## src/rtl/core/psd_pkg.sv

```systemverilog
`timescale 1ns / 1ps
package psd_pkg;

	localparam int COORD_WIDTH_DEF = 16;
	localparam int FRAC_BITS_DEF   = 8;

	// result field widths are fixed
	localparam int OUT_BITS = 25;
	localparam int QUO_BITS = 2 * OUT_BITS;
	localparam int OUT_TW   = ((OUT_BITS + 7) / 8) * 8;

	localparam int CFG_IDX_W = 3;
	localparam logic [CFG_IDX_W-1:0] REG_START_X = 3'd0;
	localparam logic [CFG_IDX_W-1:0] REG_START_Y = 3'd1;
	localparam logic [CFG_IDX_W-1:0] REG_END_X   = 3'd2;
	localparam logic [CFG_IDX_W-1:0] REG_END_Y   = 3'd3;

	localparam logic [1:0] PART_START    = 2'd0;
	localparam logic [1:0] PART_END      = 2'd1;
	localparam logic [1:0] PART_INTERIOR = 2'd2;

	// side information that rides along the pipeline
	typedef struct packed {
		logic       sat;
		logic [1:0] part;
	} psd_tag_t;

endpackage

```

## src/rtl/core/psd_div_stage.sv

```systemverilog
`timescale 1ns / 1ps
module psd_div_stage import psd_pkg::*; #(
	parameter int DW = 2 * (COORD_WIDTH_DEF + 1)
) (
	input  logic                clk,
	input  logic                arst_n,
	input  logic                en,
	input  logic                in_valid,
	input  logic [DW-1:0]       in_rem,
	input  logic [QUO_BITS-1:0] in_nq,
	input  logic [DW-1:0]       in_den,
	input  psd_tag_t            in_tag,
	output logic                out_valid,
	output logic [DW-1:0]       out_rem,
	output logic [QUO_BITS-1:0] out_nq,
	output logic [DW-1:0]       out_den,
	output psd_tag_t            out_tag
);
	logic [DW:0] t;
	logic        ge;

	// one quotient bit: shift in the next numerator bit, trial subtract
	always_comb begin
		t  = {in_rem, in_nq[QUO_BITS-1]};
		ge = t >= {1'b0, in_den};
	end

	always_ff @(posedge clk or negedge arst_n) begin
		if (!arst_n) begin
			out_valid <= 1'b0;
		end else if (en) begin
			out_valid <= in_valid;
		end
	end

	always_ff @(posedge clk) begin
		if (en) begin
			out_rem <= ge ? DW'(t - {1'b0, in_den}) : DW'(t);
			out_nq  <= {in_nq[QUO_BITS-2:0], ge};
			out_den <= in_den;
			out_tag <= in_tag;
		end
	end

endmodule

```

## config.mk

```make
export PLATFORM = sky130hd
export DESIGN_NAME = psd_div_stage
export DESIGN_NICKNAME = d
export VERILOG_FILES = /design/src/rtl/core/psd_pkg.sv /design/src/rtl/core/psd_div_stage.sv
export SDC_FILE = /design/constraint.sdc
export NUM_CORES = 1
export LEC_CHECK = 0
export ABC_AREA = 1
export CORE_UTILIZATION = 45
export DETAILED_ROUTE_END_ITERATION = 16
export DONT_BUFFER_PORTS = 1
export HOLD_SLACK_MARGIN = 0.03
export PLACE_DENSITY = 0.71
export SLEW_MARGIN = 20
export SYNTH_ARGS = -nofsm -noshare
export SYNTH_HDL_FRONTEND = slang
export SYNTH_SLANG_ARGS = --single-unit
```

## constraint.sdc

```tcl
create_clock -name clk -period 0.8 [get_ports clk]
set_input_delay 0 -clock clk [delete_from_list [all_inputs] [get_ports clk]]
set_output_delay 0 -clock clk [all_outputs]
set_load 0.02 [all_outputs]
```

Word level (Yosys, flattened, before mapping)
Index checks and enable logic that the tools add are counted.
Word-level totals
  output and inout bits: 122
  input port bits: 125
  bits in registers: 122
Cells by class
  add/sub/neg operators: 1
  mux-type cells: 1
  magnitude comparators: 1
Operator list (number)
  $ge A35 B34 Y1: 1
  $mux W34: 1
  $sub A34 B34 Y34: 1

Depth between registers and ports, before layout
  depth in word-level cells: 2
  mapped depth: 16
  depth with buffers taken out: 15

Worst setup path before layout
No wires, ideal clock.
  path type: in2reg
  start point: input port in_nq[49]
  end point: register out_rem[20], data pin
  library setup time: 0.253 ns
  setup slack: -0.986 ns
  path buffers: 0
  cell stages on the path: 14
  arrival time: 1.533 ns
  path through: inv_1 ha_1 inv_1 fa_1 nand3_1 nand3_1 nand2_1 nand2_1 nand2_1 nand2_1 nand3_1 nand3b_1 nand3_1 nand2_1
Between the ends
  cells in the longest elaborated chain, start to end: 2
  elaborated cells on any way between the ends: 3
  those cells by class: add/sub: 1; order compare: 1; mux: 1
Ends and longest elaborated chain
  start, declared: line psd_div_stage.sv:10  | input logic [QUO_BITS-1:0] in_nq,
  $sub A34 B34 Y34 / $ge A35 B34 Y1 (equally long branches): line psd_div_stage.sv:38, psd_div_stage.sv:25
  $mux W34 (*): line psd_div_stage.sv:38  | out_rem <= ge ? DW'(t - {1'b0, in_den}) : DW'(t);
  end signal, assigned: line psd_div_stage.sv:38
  end, declared: line psd_div_stage.sv:14  | output logic [DW-1:0] out_rem,
Every way passes the cells marked *; elsewhere a longest branch is shown, timed or not.
A chain may end at the register's enable or synchronous reset.

Worst setup path in the final report
  start point: input port in_den[18]
  end point: register out_rem[22], data pin
Between the ends
  cells in the longest elaborated chain, start to end: 2
  elaborated cells on any way between the ends: 3
  those cells by class: add/sub: 1; order compare: 1; mux: 1
Ends and longest elaborated chain
  start, declared: line psd_div_stage.sv:11  | input logic [DW-1:0] in_den,
  $sub A34 B34 Y34 / $ge A35 B34 Y1 (equally long branches): line psd_div_stage.sv:38, psd_div_stage.sv:25
  $mux W34 (*): line psd_div_stage.sv:38
Marks and branches as above.

==> results.ini <==
[worst_setup_path]
path_class = in -> reg
startpoint_type = primary input
worst_path_dominant_cell_family = simple AND/OR/NAND/NOR gates
ff2ff_setup_slack_ps = 30
end_kind = flip-flop
r2r_end = out_valid
cp_common_cell = nand2_2
crit_required_ps = 970
cpPeakStageDelay_ps = 290
cp_max_fo = 7
reg2reg_depth = 1
crit_arrival_ps = 1510
crit_chain = inv_12, ha_4, nand2_4, nor2_4, nand2_2, nor4_4, a21oi_2, nand2_8, inv_8, clkbuf_16, nand2_2, nand2_1
rr_startpoint = out_valid
crit_buf_inv = 3
slowest_stage = ha_4
crit_start = in_den[18]

[min_path]
whs_path_depth = 0
worst_hold_path_type = in -> reg
hold_end = out_den[0]
min_from = in_den[0]

[clock_network]
clkTransAtPathRegs_ps = 60
root_buffer = clkbuf_16
insertion_delay_ps = 420
htreeDepth = 4
cts_sinks = 122
cts_buffers = 17
clock_path_buffers = 2
cts_tree = built

[route]
vias_per_cell = 4.90
drt_iter0_drc = 322
routed_wl_microns = 20700
vias = 5920
wl_per_cell_microns = 17.1
drcViolationCount = 0
first_pass_iters = 5
ant_nets = 0

[timing]
worstMarginPinSlew_ps = 284
finalSetupViolations = 157
fin_skew_ps = 0
hold_viol_final = 124
finalCritPeriodShare = 1.67
max_freq_mhz = 747
setup_ws_ps = -538
rsz0062_at_grt = true
final_max_slew_viol_count = 0
slew-limit-headroom = 0.809
period_minus_slack_ps = 1340
hold_ws_ps = -324

[grt]
grt_pass1_wl_microns = 30800
grt_max_degree = 123
grt_pass1_vias = 5900
grt_usage = 0.257
overflow = 0
antenna_found_initial = 0

[layout]
nNetsFinal = 1170
final_common_cell = nand2_1
drive_gt1_frac = 0.325
synthToLayoutAreaGrowth_pct = 53.5
antenna_cells = 0
mostFrequentLayoutCells = nand2_1, dlygate4sd3_1, edfxtp_1

[floorplanning]
coreArea_sq_um = 14800
initial_core_util = 0.467
die_w_microns = 126
dieArea_sq_um = 15800
die_height_microns = 126
row_count = 44
ios = 247

[synthesis]
ys_top_cells_by_area = edfxtp_1, nand2_1, inv_1
synth_cells = 764
ys_seq_area_frac = 0.531
syn_area_sq_um = 6900
synth_top_area_share = 0.527
yosysTopAreaCell = edfxtp_1
synth_cell_types = 32
ys_seq_elements = 122
syn-num-nets = 924
syn_area_per_cell_sq_um = 9.03
yosys_warnings = 0

[place]
dpl.hpwl_microns = 13900
pre_cts_ws_ps = -1030
io_buffers = 0
place.gp.congestion = 0.889

[pwr]
p_leak_uw = 0.00473
power_density_nw_per_um2 = 2040
vdd_drop_max_mv = 1.47

[outcome]
status = finished, violations left
violations = hold timing, setup timing

[run]
maxCapViolCount = 0

[synthesized netlist by cell type, drive strengths merged]
| cell | number |
|---|---|
| a21oi | 27 |
| and3 | 1 |
| buf | 6 |
| dfrtp | 1 |
| edfxtp | 121 |
| fa | 1 |
| ha | 34 |
| inv | 133 |
| mux2 | 1 |
| nand2 | 292 |
| nand3 | 37 |
| nand3b | 7 |
| nand4 | 3 |
| nor2 | 59 |
| nor3 | 6 |
| nor4 | 1 |
| o21ai | 12 |
| o21bai | 3 |
| or2 | 1 |
| xnor2 | 3 |
| xor2 | 15 |
[power breakdown]
group / leakage (uW) / total [uW] / switching [uW] / internal, uW
sequential: 0.00119 / 8950 / 1080 / 7870
clock: 0.000292 / 8060 / 3080 / 4990
combinational: 0.00325 / 4560 / 2230 / 2330
total: 0.00473 / 21600 / 6380 / 15200
[kinds of logic (layout without fill, tap and decap cells)]
kind of cell | count (synthesis) | count (layout) | synth area share
buffers and inverters | 139 | 398 | 0.0871
XOR/XNOR | 18 | 18 | 0.0229
AND/OR/NAND/NOR | 407 | 407 | 0.261
flip-flops | 122 | 122 | 0.531
multiplexers | 1 | 1 | 0.00163
adder cells (fa/ha/maj) | 35 | 35 | 0.0646
AO/OA/AOI/OAI | 42 | 42 | 0.0327
[routing by layer]
metal  track usage  part of all wire
met2         0.450              0.50
met5             0                 0
met4        0.0836             0.017
met3        0.0765             0.074
met1         0.301              0.41
[worst max path at each step]
stage,slack [ps],endpoint,cells after the start
CTS,-510,out_rem[1],12
global route,-630,out_rem[20],14
global placement,-1000,out_rem[31],13
detailed placement,-1030,out_rem[31],13
floorplan,-780,out_rem[25],14
finish,-540,out_rem[22],12
[repair_timing]
item,CTS,global route
cloned,0,3
resized for setup,30,73
hold buffers,119,2
endpoints found under the hold margin,243,126
setup endpoints to repair,157,157
setup buffers,1,9
pin swaps,1,24
[stage by stage]
stage | power (uW) | instances | setup TNS (ps) | cell area, sq um | util
floorplan | 11200 | 764 | -26450 | 7360 | -
global placement | 12500 | 1041 | -33790 | 8300 | 0.562
CTS | 21200 | 1193 | -31050 | 10200 | 0.692
global route | 22400 | 1207 | -36030 | 10600 | 0.717
detailed placement | 12600 | 1041 | -34450 | 8300 | 0.562
finish | 21600 | 1207 | -30440 | 10600 | 0.717
[state kept, by name, summed over array words and instances, names as in the netlist]
signal     cells
out_nq        50
out_den       34
out_rem       34
out_tag        3
out_valid      1
[area by class of cell]
| type | instances | area, sq um |
|---|---|---|
| clock buffer | 18 | 429 |
| clock inverter | 14 | 188 |
| fill | 1116 | 4170 |
| inverter | 133 | 544 |
| multi-input combinational | 503 | 3350 |
| sequential | 122 | 3660 |
| tap | 184 | 230 |
| timing repair buffer | 233 | 2180 |
(Power assumes the default switching activity.)
