$ cat src/rtl/core/psd_pkg.sv
`timescale 1ns / 1ps
package psd_pkg;

	localparam int COORD_WIDTH_DEF = 16;
	localparam int FRAC_BITS_DEF   = 8;

	// result field widths are fixed
	localparam int OUT_BITS = 25;
	localparam int QUO_BITS = 2 * OUT_BITS;
	localparam int OUT_TW   = ((OUT_BITS + 7) / 8) * 8;

	localparam int CFG_IDX_W = 3;
	localparam logic [CFG_IDX_W-1:0] REG_START_X = 3'd0;
	localparam logic [CFG_IDX_W-1:0] REG_START_Y = 3'd1;
	localparam logic [CFG_IDX_W-1:0] REG_END_X   = 3'd2;
	localparam logic [CFG_IDX_W-1:0] REG_END_Y   = 3'd3;

	localparam logic [1:0] PART_START    = 2'd0;
	localparam logic [1:0] PART_END      = 2'd1;
	localparam logic [1:0] PART_INTERIOR = 2'd2;

	// side information that rides along the pipeline
	typedef struct packed {
		logic       sat;
		logic [1:0] part;
	} psd_tag_t;

endpackage

$ cat src/rtl/core/psd_sqrt_stage.sv
`timescale 1ns / 1ps
module psd_sqrt_stage import psd_pkg::*; (
	input  logic                clk,
	input  logic                arst_n,
	input  logic                en,
	input  logic                in_valid,
	input  logic [QUO_BITS-1:0] in_n,
	input  logic [OUT_BITS+1:0] in_rem,
	input  logic [OUT_BITS-1:0] in_root,
	input  psd_tag_t            in_tag,
	output logic                out_valid,
	output logic [QUO_BITS-1:0] out_n,
	output logic [OUT_BITS+1:0] out_rem,
	output logic [OUT_BITS-1:0] out_root,
	output psd_tag_t            out_tag
);
	localparam int RW = OUT_BITS + 2;

	logic [RW+1:0] t;
	logic [RW+1:0] trial;
	logic          ge;

	// one root bit: bring down two radicand bits, try (root << 2) | 1
	always_comb begin
		t     = {in_rem, in_n[QUO_BITS-1:QUO_BITS-2]};
		trial = (RW+2)'({in_root, 2'b01});
		ge    = t >= trial;
	end

	always_ff @(posedge clk or negedge arst_n) begin
		if (!arst_n) begin
			out_valid <= 1'b0;
		end else if (en) begin
			out_valid <= in_valid;
		end
	end

	always_ff @(posedge clk) begin
		if (en) begin
			out_rem  <= ge ? RW'(t - trial) : RW'(t);
			out_root <= {in_root[OUT_BITS-2:0], ge};
			out_n    <= in_n << 2;
			out_tag  <= in_tag;
		end
	end

endmodule
$ cat config.mk
export PLATFORM = sky130hd
export DESIGN_NAME = psd_sqrt_stage
export DESIGN_NICKNAME = d
export VERILOG_FILES = /design/src/rtl/core/psd_pkg.sv /design/src/rtl/core/psd_sqrt_stage.sv
export SDC_FILE = /design/constraint.sdc
export NUM_CORES = 1
export LEC_CHECK = 0
export ABC_AREA = 1
export BUFFER_PORTS_ARGS = -buffer_cell sky130_fd_sc_hd__buf_2
export CAP_MARGIN = 20
export CELL_PAD_IN_SITES_DETAIL_PLACEMENT = 1
export CELL_PAD_IN_SITES_GLOBAL_PLACEMENT = 2
export CORE_MARGIN = 1
export CORE_UTILIZATION = 29
export CTS_BUF_LIST = sky130_fd_sc_hd__clkbuf_8 sky130_fd_sc_hd__clkbuf_16
export CTS_CLUSTER_DIAMETER = 120
export CTS_CLUSTER_SIZE = 14
export DETAILED_ROUTE_END_ITERATION = 12
export PLACE_DENSITY = 0.84
export SETUP_SLACK_MARGIN = 0.4
export SYNTH_ARGS = -nofsm -noshare
export SYNTH_HDL_FRONTEND = slang
export SYNTH_SLANG_ARGS = --single-unit
$ cat constraint.sdc
create_clock -name clk -period 0.9 [get_ports clk]
set_input_delay 0.045 -clock clk [delete_from_list [all_inputs] [get_ports clk]]
set_output_delay 0.045 -clock clk [all_outputs]
set_load 0.05 [all_outputs]
### Word-level counts from Yosys, hierarchy flattened

Index checks and enable logic that the tools add are counted.

| operators by class | value |
|---|---|
| $lt $le $gt $ge | 1 |
| add/sub/neg operators | 1 |
| mux-type cells | 1 |

Operators by type and width:

| kind | count |
|---|---|
| greater-or-equal comparator 29 x 27 -> 1 bit | 1 |
| 2-to-1 mux 27 bit | 1 |
| subtractor 27 bit | 1 |

| word-level totals | value |
|---|---|
| flip-flop bits (word level) | 104 |

### Logic depth before layout (Yosys ltp)

Gate-level depths: netlist of run 1.

| logic depth | value |
|---|---|
| word-level depth | 2 |
| gate-level depth with buffers | 16 |
| depth with buffers taken out | 14 |

### Least setup slack after synthesis of run 1

Ideal clock, no wire load.

| path | value |
|---|---|
| path type | input-to-reg |
| start point | input port in_root[17] |
| end point | register out_rem[4], data pin |
| slack | -0.756 ns |
| required time | 0.648 ns |
| stages | 12 |
| arrival | 1.404 ns |
| buffers on the path | 2 |
| library setup time | 0.252 ns |
| path through | inv_1 -> ha_1 -> nand2_1 -> inv_1 -> a21oi_1 -> nand2_1 -> a21oi_1 -> nand3_2 -> buf_6 -> buf_12 -> nand2_2 -> nand2_1 |

| on the way | value |
|---|---|
| word-level cells in the longest chain between the ends | 2 |

Ends and longest elaborated chain:

| item | line | text |
|---|---|---|
| from (decl) | psd_sqrt_stage.sv:9 | `input logic [OUT_BITS-1:0] in_root,` |
| greater-or-equal comparator 29 x 27 -> 1 bit | psd_sqrt_stage.sv:27 | `ge = t >= trial;` |
| via ge | psd_sqrt_stage.sv:21 | `logic ge;` |
| 2-to-1 mux 27 bit | psd_sqrt_stage.sv:40 | `out_rem <= ge ? RW'(t - trial) : RW'(t);` |
| to (signal assigned) | psd_sqrt_stage.sv:40 |  |
| to (decl) | psd_sqrt_stage.sv:13 | `output logic [OUT_BITS+1:0] out_rem,` |

The timed path passes the listed nets, and every way through them passes these cells.
A chain may end at the register's enable or synchronous reset.

### Worst setup path after layout of run 1

| path | value |
|---|---|
| start point | input port in_rem[4] |
| end point | register out_rem[11], data pin |

| on the way | value |
|---|---|
| word-level cells in the longest chain between the ends | 2 |

Ends and longest elaborated chain:

| item | line | text |
|---|---|---|
| from (decl) | psd_sqrt_stage.sv:8 | `input logic [OUT_BITS+1:0] in_rem,` |
| subtractor 27 bit or greater-or-equal comparator 29 x 27 -> 1 bit (tied branches) | psd_sqrt_stage.sv:40, psd_sqrt_stage.sv:27 |  |
| 2-to-1 mux 27 bit * | psd_sqrt_stage.sv:40 |  |

Mark *: on every way between the ends. The rest lies on a longest branch, timed or not.

==> impl_metrics.py, run 1 <==
metrics = {
    "synthesis": {
        "synth_common_cells": "nand2_1, inv_1, edfxtp_1, nand3_1, nor2_1",
        "synth_top_area_share_pct": 52.6,
        "ys_types": 32,
        "synth_xor_area_share_pct": 1.94,
        "synth_edf_count": 103,
        "synth_compound_area_share_pct": 1.87,
        "ys_seq_area_share_pct": 53.0,
        "synth_ff_type": "edfxtp_1",
        "syn_area_mm2": 0.00588,
        "synthSimpleGateAreaFrac_pct": 26.8,
        "yosys-top-cells-area": "edfxtp_1, nand2_1, inv_1",
        "yosysMostFrequentCell": "nand2_1",
        "ys_ff_latch": 104,
        "yosys.area.top_type": "edfxtp_1",
        "synth_top_family_by_area": "simple AND/OR/NAND/NOR gates",
        "synthCells": 645,
        "synthMuxAreaShare_pct": 0.191,
        "async_flop_share_pct": 0.962,
        "avgSynthCellArea_um2": 9.12,
        "ys_warn_count": 0,
        "synthAdderAreaFrac_pct": 5.74,
    },
    "floorplanning": {
        "core_mm2": 0.0197,
        "die_y_um": 144,
        "pin_count": 215,
        "die_w_um": 144,
        "die-area_mm2": 0.0209,
        "initial_core_util_pct": 29.9,
        "rows": 51,
    },
    "clocking": {
        "ctsHoldBuffers": 1,
        "clock_latency_ns": 0.35,
        "ctsHtreeMaxLevel": 3,
        "cts_tree": "built",
        "root_buffer": "clkbuf_16",
        "clk_transition_reported_paths_ns": 0.08,
        "clockBufferDepth": 2,
        "numCtsBuffers": 9,
        "numClockSinks": 104,
    },
    "power": {
        "internal_power_uw": 10500,
        "ir_drop_mv": 0.918,
        "clock_power_share_pct": 23.8,
        "switching_share_pct": 36.6,
        "power_density_mw_per_mm2": 1580,
        "combPwrFrac_pct": 39.2,
        "leakage_uw": 0.00503,
        "p_sw_uw": 6090,
        "power_frac_seq_pct": 37.1,
    },
    "critical_path": {
        "path_max_fanout": 7,
        "start_kind": "primary input",
        "reg2reg_from": "out_valid",
        "critical_path.cell_chain": "buf_2, ha_4, nand2_2, nand2_2, nand2_2, nand2_2, nand2_1, nand2_2, inv_2, nand2_4, nand2_4, nand3_4, buf_12, nand2_1, nand2_1",
        "crit_cells": 15,
        "cp-endpoint": "out_rem[11]",
        "reg2reg_depth": 1,
        "critPathSlowestCell": "ha_4",
        "worst-endpoint-required_ns": 1.01,
        "crit_start": "in_rem[4]",
        "cp_top_family": "simple AND/OR/NAND/NOR gates",
        "cp_common_cell": "nand2_2",
        "endpoint_kind": "flip-flop",
        "slowest_delay_ns": 0.25,
        "crit_type": "in2reg",
        "cp.buffers_inverters": 3,
        "crit_arrival_ns": 1.62,
        "r2r_end": "out_valid",
        "reg2reg_slack_ns": 0.08,
    },
    "placed_design": {
        "dpl.hpwl_um": 15400,
        "placedCellCount": 1225,
        "placed_area_mm2": 0.00860,
        "place.port_buffers": 212,
        "gp_congestion": 0.801,
    },
    "timing": {
        "hold_violations": 77,
        "rsz0062_at_grt": "yes",
        "max_freq_mhz": 663,
        "finClkSkew_ns": 0,
        "whs_ns": -0.147,
        "setup_viol_count_final": 132,
        "drv_slew": 0,
        "period_share_pct": 168,
        "fin_crit_ns": 1.51,
        "setup_ws_ns": -0.609,
        "fin_setup_tns_ns": -22.61,
    },
    "outcome": {
        "run_status": "finished, violations left",
        "violations": "negative hold slack, negative setup slack",
    },
    "min_path": {
        "hp-class": "in2reg",
        "min_from": "in_root[22]",
    },
    "cells_and_area": {
        "diodes": 0,
        "multi_input_area_mm2": 0.00303,
        "n_fill_cell": 2203,
        "instances_no_fill": 1276,
        "drive_gt1_share_pct": 56.5,
        "areaGrowthSynthToFinish_pct": 79.2,
        "nNetsFinal": 1142,
        "final_area_mm2": 0.0105,
        "regArea_mm2": 0.00312,
    },
    "detailed_routing": {
        "viasPerCell": 4.54,
        "drtIter0Drc": 188,
        "ant_nets": 0,
        "wl_per_cell_um": 18.0,
        "vias": 5787,
        "drt_wl_total_um": 23000,
        "first_pass_iters": 4,
        "drc_errors": 0,
    },
    "global_route": {
        "grtUsageTotal_pct": 21.7,
        "grt_pass1_vias": 6175,
        "grt_max_degree": 33,
        "grt-ovfl-total": 0,
        "grt_antenna_before_repair": 0,
        "grt_pass1_wl_um": 33100,
    },
    "flow_run": {
        "max_cap_viol_count": 0,
    },
}
-- cell type report --
type / count / share of cell area [%]
multi-input cells: 403 / 28.7
flip-flops and latches: 104 / 29.6
repair buffers: 359 / 30.6
clock inverters: 7 / 0.582
clock buffers: 9 / 2.14
well taps: 265 / 3.15
inverters: 129 / 5.18
-- placed cells by master (no fill, tap or decap), types with 6 or more instances in the layout --
cell type | Yosys | final
a21oi_1 | 15 | 11
buf_12 | 3 | 7
buf_16 | 0 | 6
buf_2 | 1 | 90
buf_4 | 2 | 120
buf_6 | 4 | 129
clkbuf_16 | 0 | 11
edfxtp_1 | 103 | 103
ha_4 | 0 | 25
inv_1 | 125 | 103
inv_2 | 3 | 16
inv_8 | 0 | 6
nand2_1 | 196 | 141
nand2_2 | 18 | 49
nand2_4 | 0 | 23
nand3_1 | 45 | 26
nand3_2 | 22 | 36
nand4_1 | 10 | 10
nor2_1 | 33 | 23
nor2_2 | 6 | 7
nor2_4 | 1 | 10
xor2_1 | 10 | 9
-- through the flow --
stage               worst slack (ns)  power, µW  util, %
floorplan                     -0.614       9520        -
global placement              -0.952      11300     43.8
detailed placement             -1.02      11400     43.8
CTS                           -0.530      16500     52.3
global route                  -0.689      17300     53.6
finish                        -0.609      16600     53.6
-- power by group through the flow --
stage | clock network [µW] | registers (µW) | logic [µW]
floorplan | 0 | 7810 | 1710
global placement | 0 | 6110 | 5160
detailed placement | 0 | 6140 | 5240
CTS | 4030 | 6160 | 6280
global route | 4180 | 6200 | 6920
finish | 3950 | 6160 | 6520
-- sequential cells by signal, summed over array words and instances (netlist names) --
| signal | cells |
|---|---|
| out_tag | 3 |
| out_rem | 27 |
| out_root | 25 |
| out_valid | 1 |
| out_n | 48 |
-- routing by layer --
layer,up-vias,global-route usage [%],wire (µm)
met2,173,43.3,12600
met1,2800,22.3,8460
met5,-,0,0
met3,29,4.40,1400
li1,2785,-,-
met4,0,6.15,568
-- logic make-up (layout without fill, tap and decap cells) --
| logic type | after synthesis | after routing |
|---|---|---|
| AOI/OAI and AO/OA | 21 | 21 |
| xor gates and xnor gates | 13 | 13 |
| adders and majority gates | 27 | 27 |
| buffers and inverters | 139 | 504 |
| DFF | 104 | 104 |
| muxes | 1 | 1 |
| other | 1 | 2 |
| and+or+nand+nor | 339 | 339 |
-- worst min path at each step --
stage	endpoint	cells after the start
floorplan	out_valid	0
global placement	out_valid	1
detailed placement	out_valid	1
CTS	out_root[23]	1
global route	out_root[23]	1
finish	out_root[23]	1
-- what timing repair did --
action / CTS / global route
cloned: 6 / 2
buffers inserted: 23 / 3
hold endpoints to repair: 78 / 77
resized for setup: 321 / 44
setup endpoints to repair: 133 / 133
pin swaps: 15 / 19
Power figures use the tool's default switching activity.
==> run 2: changes to the inputs <==
GPL_TIMING_DRIVEN = 1   (was unset)
SETUP_SLACK_MARGIN = unset   (was 0.4)
==> impl_metrics.py, run 2 (same netlist as run 1, synthesis figures left out) <==
metrics = {
    "floorplanning": {
        "rows": 51,
        "die_w_um": 144,
        "core_mm2": 0.0197,
        "die-area_mm2": 0.0209,
        "pin_count": 215,
        "die_y_um": 144,
        "initial_core_util_pct": 29.9,
    },
    "critical_path": {
        "crit_arrival_ns": 1.96,
        "critPathSlowestCell": "ha_4",
        "worst-endpoint-required_ns": 1.13,
        "crit_type": "in2reg",
        "crit_cells": 14,
        "cp.buffers_inverters": 5,
        "cp_top_family": "simple AND/OR/NAND/NOR gates",
        "reg2reg_from": "out_valid",
        "r2r_end": "out_valid",
        "endpoint_kind": "flip-flop",
        "start_kind": "primary input",
        "cp_common_cell": "nand2_4",
        "cp-endpoint": "out_rem[17]",
        "slowest_delay_ns": 0.29,
        "path_max_fanout": 6,
        "reg2reg_slack_ns": -0.02,
        "reg2reg_depth": 2,
        "critical_path.cell_chain": "buf_8, inv_8, ha_4, buf_6, nand2_4, nor2_4, nand2_4, buf_6, nor3_4, nand2_4, nand3_4, clkbuf_16, nand3_2, nand2_1",
        "crit_start": "in_root[16]",
    },
    "detailed_routing": {
        "ant_nets": 0,
        "vias": 7162,
        "viasPerCell": 5.26,
        "wl_per_cell_um": 27.0,
        "drt_wl_total_um": 36800,
        "first_pass_iters": 7,
        "drc_errors": 0,
        "drtIter0Drc": 747,
    },
    "cells_and_area": {
        "nNetsFinal": 1227,
        "largest_reg_flops": 48,
        "final_common_cell": "nand2_1",
        "postLayoutCoreUtil_pct": 58.6,
        "final_area_mm2": 0.0115,
        "final_cell_mix": "nand2_1, buf_6, buf_4, edfxtp_1, inv_1",
        "instances_no_fill": 1362,
        "regMostFlops": "out_n",
        "areaGrowthSynthToFinish_pct": 95.7,
        "drive_gt1_share_pct": 54.7,
        "top_regs": "out_n (48), out_rem (27), out_root (25)",
    },
    "timing": {
        "setup_ws_ns": -0.829,
        "max_freq_mhz": 578,
        "finClkSkew_ns": 0,
        "drv_slew": 0,
        "fin_crit_ns": 1.73,
        "rsz0062_at_grt": "yes",
        "period_share_pct": 192,
        "setup_viol_count_final": 133,
        "whs_ns": 0.0357,
        "hold_violations": 0,
    },
    "placed_design": {
        "place.port_buffers": 212,
        "dpl.hpwl_um": 15400,
        "placedCellCount": 1225,
        "gp_congestion": 0.801,
        "placed_area_mm2": 0.00860,
    },
    "power": {
        "clock_power_share_pct": 23.2,
        "combPwrFrac_pct": 42.1,
        "internal_power_uw": 10900,
        "p_sw_uw": 7100,
        "power_frac_seq_pct": 34.7,
        "ir_drop_mv": 1.02,
        "p_total_uw": 18000,
        "switching_share_pct": 39.5,
        "leakage_uw": 0.00543,
        "power_density_mw_per_mm2": 1560,
    },
    "global_route": {
        "grt_util_met1_pct": 30.8,
        "busiest_layer": "met2",
        "grt_pass1_vias": 7270,
        "grt_pass1_wl_um": 42800,
        "grt_antenna_before_repair": 1,
        "grtUsageMet2_pct": 51.2,
        "grtUsageTotal_pct": 28.3,
        "grt_max_degree": 33,
        "grtUsageMet3_pct": 5.99,
        "grt-ovfl-total": 0,
    },
    "outcome": {
        "violations": "negative setup slack",
        "run_status": "finished, violations left",
    },
    "clocking": {
        "clk_transition_reported_paths_ns": 0.08,
        "cts_tree": "built",
        "clockBufferDepth": 2,
        "ctsHtreeMaxLevel": 3,
        "clock_latency_ns": 0.37,
        "root_buffer": "clkbuf_16",
        "numClockSinks": 104,
        "numCtsBuffers": 9,
    },
    "flow_run": {
        "max_cap_viol_count": 0,
    },
    "min_path": {
        "hp-class": "in2reg",
        "hold_path_depth": 3,
    },
}
run 2: changes by cell type in the layout (fill, tap and decap cells not counted), sizes merged:
| cell | change |
|---|---|
| buf | +7 |
| diode | +1 |
| dlygate4sd3 | +78 |
run 2: repair_timing:
action | in CTS | in global routing
cloned | 6 | 2
pin swaps | 15 | 36
gates resized for setup | 321 | 81
hold buffers | 79 | 0
buffers inserted | 23 | 10
setup endpoints to repair | 132 | 132
endpoints found under the hold margin | 78 | 0
run 2: worst reg2reg max path, delay by kind of cell, from the launching register on:
family	cells	cell delay, ns
buf+inv	1	0.12
flops	1	0.43
mux	1	0.27
run 2: layer usage:
layer  share of wire [%]  vias up  wire length [µm]
li1                    -     2960                 -
met1                  36     3492             13100
met2                  49      536             17900
met3                 9.1      174              3350
met4                 6.8        0              2510
met5                   0        -                 0
run 2: how the worst min path moves through the flow:
stage                     slack [ns]       start           to
after detailed placement       -0.18      arst_n    out_valid
after global placement         -0.18      arst_n    out_valid
after global routing            0.06  in_rem[24]  out_rem[26]
after CTS                      0.002  in_rem[12]  out_rem[14]
final                           0.04   in_rem[1]   out_rem[3]
after floorplan                -0.25      arst_n    out_valid
run 2: metrics by stage:
stage               setup slack, ns  setup TNS (ns)
floorplan                    -0.614          -15.95
global placement             -0.952          -26.16
detailed placement            -1.02          -27.79
CTS                          -0.526          -20.80
global route                 -0.877          -34.08
finish                       -0.829          -31.77
run 2: power by group through the flow:
stage | combinational [µW] | clock [µW] | sequential, µW
floorplan | 1710 | 0 | 7810
global placement | 5160 | 0 | 6110
detailed placement | 5240 | 0 | 6140
CTS | 6540 | 4030 | 6160
global route | 7810 | 4310 | 6260
finish | 7580 | 4170 | 6240
run 2: area by class of cell:
class	count	area, µm²
antenna	1	2.50
clock buffer	9	225
clock inverter	7	61.3
fill	2117	8140
inverter	129	551
multi-input combinational	403	3140
sequential	104	3120
tap	265	332
timing repair buffer	444	4080
==> run 3: changes to the inputs <==
ABC_AREA = unset   (was 1)
CORE_UTILIZATION = 31   (was 29)
CTS_CLUSTER_SIZE = 25   (was 14)
==> impl_metrics.py, run 3 <==
metrics = {
    "outcome": {
        "run_status": "finished, violations left",
        "violations": "negative hold slack, negative setup slack",
    },
    "critical_path": {
        "reg2reg_depth": 2,
        "cp.buffers_inverters": 3,
        "reg2reg_slack_ns": -0.06,
        "path_max_fanout": 3,
        "endpoint_kind": "flip-flop",
        "crit_type": "in2reg",
        "worst-endpoint-required_ns": 1.02,
        "start_kind": "primary input",
        "crit_arrival_ns": 2.70,
        "cp_top_family": "compound AO/OA/AOI/OAI gates",
        "critPathSlowestCell": "a31oi_1",
        "r2r_end": "out_valid",
        "critical_path.cell_chain": "buf_2, inv_1, ha_4, buf_4, nor2b_1, o2111ai_1, a31o_2, a21oi_1, o31ai_2, a31oi_1, xnor2_1, mux2_4",
        "slowest_delay_ns": 0.35,
        "reg2reg_from": "out_valid",
    },
    "synthesis": {
        "synthCells": 368,
        "ys_types": 54,
        "ys_seq_area_share_pct": 61.0,
        "synth_common_cells": "edfxtp_1, inv_1, ha_1, a21oi_1, xnor2_1",
        "yosysMostFrequentCell": "edfxtp_1",
        "yosys.area.top_type": "edfxtp_1",
        "avgSynthCellArea_um2": 13.9,
        "yosys-top-cells-area": "edfxtp_1, ha_1, mux2_4",
        "synth_edf_count": 103,
        "async_flop_share_pct": 0.962,
        "synth_top_area_share_pct": 60.6,
        "ys_ff_latch": 104,
        "syn_area_mm2": 0.00511,
        "synth_ff_type": "edfxtp_1",
        "ys_warn_count": 0,
    },
    "clocking": {
        "root_buffer": "clkbuf_16",
        "numClockSinks": 104,
        "clock_latency_ns": 0.37,
        "cts_tree": "built",
        "numCtsBuffers": 9,
        "clockBufferDepth": 2,
        "clk_transition_reported_paths_ns": 0.08,
        "ctsHtreeMaxLevel": 3,
    },
    "timing": {
        "fin_crit_ns": 2.57,
        "max_freq_mhz": 389,
        "hold_violations": 2,
        "setup_ws_ns": -1.67,
        "setup_viol_count_final": 133,
        "finClkSkew_ns": 0,
        "tightest_slew_ns": 0.534,
        "drv_slew": 0,
        "relSlewSlack_pct": 64.1,
        "period_share_pct": 286,
        "fin_setup_tns_ns": -54.71,
        "rsz0062_at_grt": "yes",
        "whs_ns": -0.00490,
    },
    "floorplanning": {
        "pin_count": 215,
        "die-area_mm2": 0.0170,
        "initial_core_util_pct": 31.9,
        "rows": 46,
        "core_mm2": 0.0160,
        "die_y_um": 130,
        "die_w_um": 130,
    },
    "placed_design": {
        "place.port_buffers": 212,
        "gp_congestion": 0.808,
        "dpl.hpwl_um": 13500,
        "placedCellCount": 896,
    },
    "cells_and_area": {
        "drive_gt1_share_pct": 54.2,
        "instances_no_fill": 1014,
        "largest_reg_flops": 48,
        "areaGrowthSynthToFinish_pct": 89.0,
        "final_cell_mix": "buf_4, buf_6, edfxtp_1, buf_2, dlygate4sd3_1",
        "n_fill_cell": 1622,
        "final_common_cell": "buf_4",
        "nNetsFinal": 928,
        "regMostFlops": "out_n",
        "top_regs": "out_n (48), out_rem (27), out_root (25)",
    },
    "detailed_routing": {
        "drt_wl_total_um": 27700,
        "ant_nets": 0,
        "drtIter0Drc": 391,
        "first_pass_iters": 5,
        "drc_errors": 0,
        "viasPerCell": 5.13,
        "wl_per_cell_um": 27.3,
        "vias": 5201,
    },
    "global_route": {
        "busiest_layer": "met2",
        "grtUsageMet3_pct": 6.36,
        "grt_max_degree": 20,
        "grt_pass1_wl_um": 34600,
        "grt_util_met1_pct": 31.7,
        "grt_antenna_before_repair": 1,
        "grtUsageMet2_pct": 51.0,
        "grt-ovfl-total": 0,
        "grtUsageTotal_pct": 28.5,
        "grt_pass1_vias": 5471,
    },
    "power": {
        "ir_drop_mv": 1.26,
        "p_total_uw": 17200,
        "leakage_uw": 0.00430,
        "power_density_mw_per_mm2": 1790,
    },
    "min_path": {
        "min_from": "in_rem[8]",
        "hold_path_depth": 2,
        "hp-class": "in2reg",
        "hold_end": "out_rem[10]",
    },
    "flow_run": {
        "max_cap_viol_count": 0,
    },
}
==> run 3: cell types whose count changed after synthesis, sizes merged, moves of 4 or more <==
cell | before | now
o21bai | 1 | 5
xnor2 | 3 | 17
a21o | 0 | 7
nor2 | 40 | 13
clkbuf | 0 | 5
nand3 | 67 | 3
nand2b | 0 | 4
mux2 | 1 | 24
nand2 | 214 | 12
inv | 128 | 40
o21ai | 4 | 10
a21oi | 15 | 26
==> run 3: cells by family after synthesis <==
family                   after synthesis  synth area share (%)
buffers and inverters                 53                  5.02
multiplexers                          27                  6.98
AND/OR/NAND/NOR                       54                  5.51
adder cells (fa/ha/maj)               27                  6.61
flip-flops                           104                  61.0
other                                  1                0.0734
AO/OA/AOI/OAI                         77                  10.5
XOR/XNOR                              25                  4.29
==> run 3: per-layer routing <==
metal,up-vias,share of wire (%)
li1,2217,-
met1,2558,37
met2,334,49
met3,92,8.1
met4,0,5.5
met5,-,0
==> run 3: area by class of cell <==
type,count,area (µm²),area share (%)
antenna,1,2.50,0.0259
clock buffer,9,225,2.33
clock inverter,7,76.3,0.791
inverter,40,170,1.76
multi-input combinational,212,2040,21.1
sequential,104,3120,32.3
tap,216,270,2.80
timing repair buffer,425,3750,38.9
==> run 3: power breakdown <==
group | total [µW] | internal [µW] | switching [µW]
logic | 6580 | 2850 | 3730
registers | 6280 | 5940 | 341
clock network | 4380 | 2200 | 2180
==> run 3: stage by stage <==
step / setup slack (ns) / util, % / instance area, µm²
after floorplan: -1.60 / - / 5290
after global placement: -1.80 / 46.3 / 7400
after detailed placement: -1.94 / 46.3 / 7400
after CTS: -1.49 / 58.5 / 9350
after global routing: -1.70 / 60.3 / 9650
final: -1.67 / 60.3 / 9650
==> run 3: repair_timing <==
| action | 4_1_cts | 5_1_grt |
|---|---|---|
| endpoints found under the hold margin | 77 | 2 |
| setup endpoints to repair | 132 | 133 |
| setup buffers | 7 | 11 |
| hold buffers | 78 | 2 |
| gates resized for setup | 232 | 34 |
| cloned | 2 | 1 |
| pin swaps | 3 | 19 |
==> run 3: how the worst max path moves through the flow <==
stage	startpoint	cells past startpoint	endpoint	slack, ns
2_1_floorplan	in_root[12]	12	out_rem[10]	-1.60
3_3_place_gp	in_root[12]	12	out_rem[19]	-1.80
3_5_place_dp	in_root[12]	12	out_rem[18]	-1.94
4_1_cts	in_root[12]	13	out_rem[13]	-1.49
5_1_grt	in_root[4]	13	out_rem[2]	-1.70
6_report	in_root[0]	12	out_rem[22]	-1.67
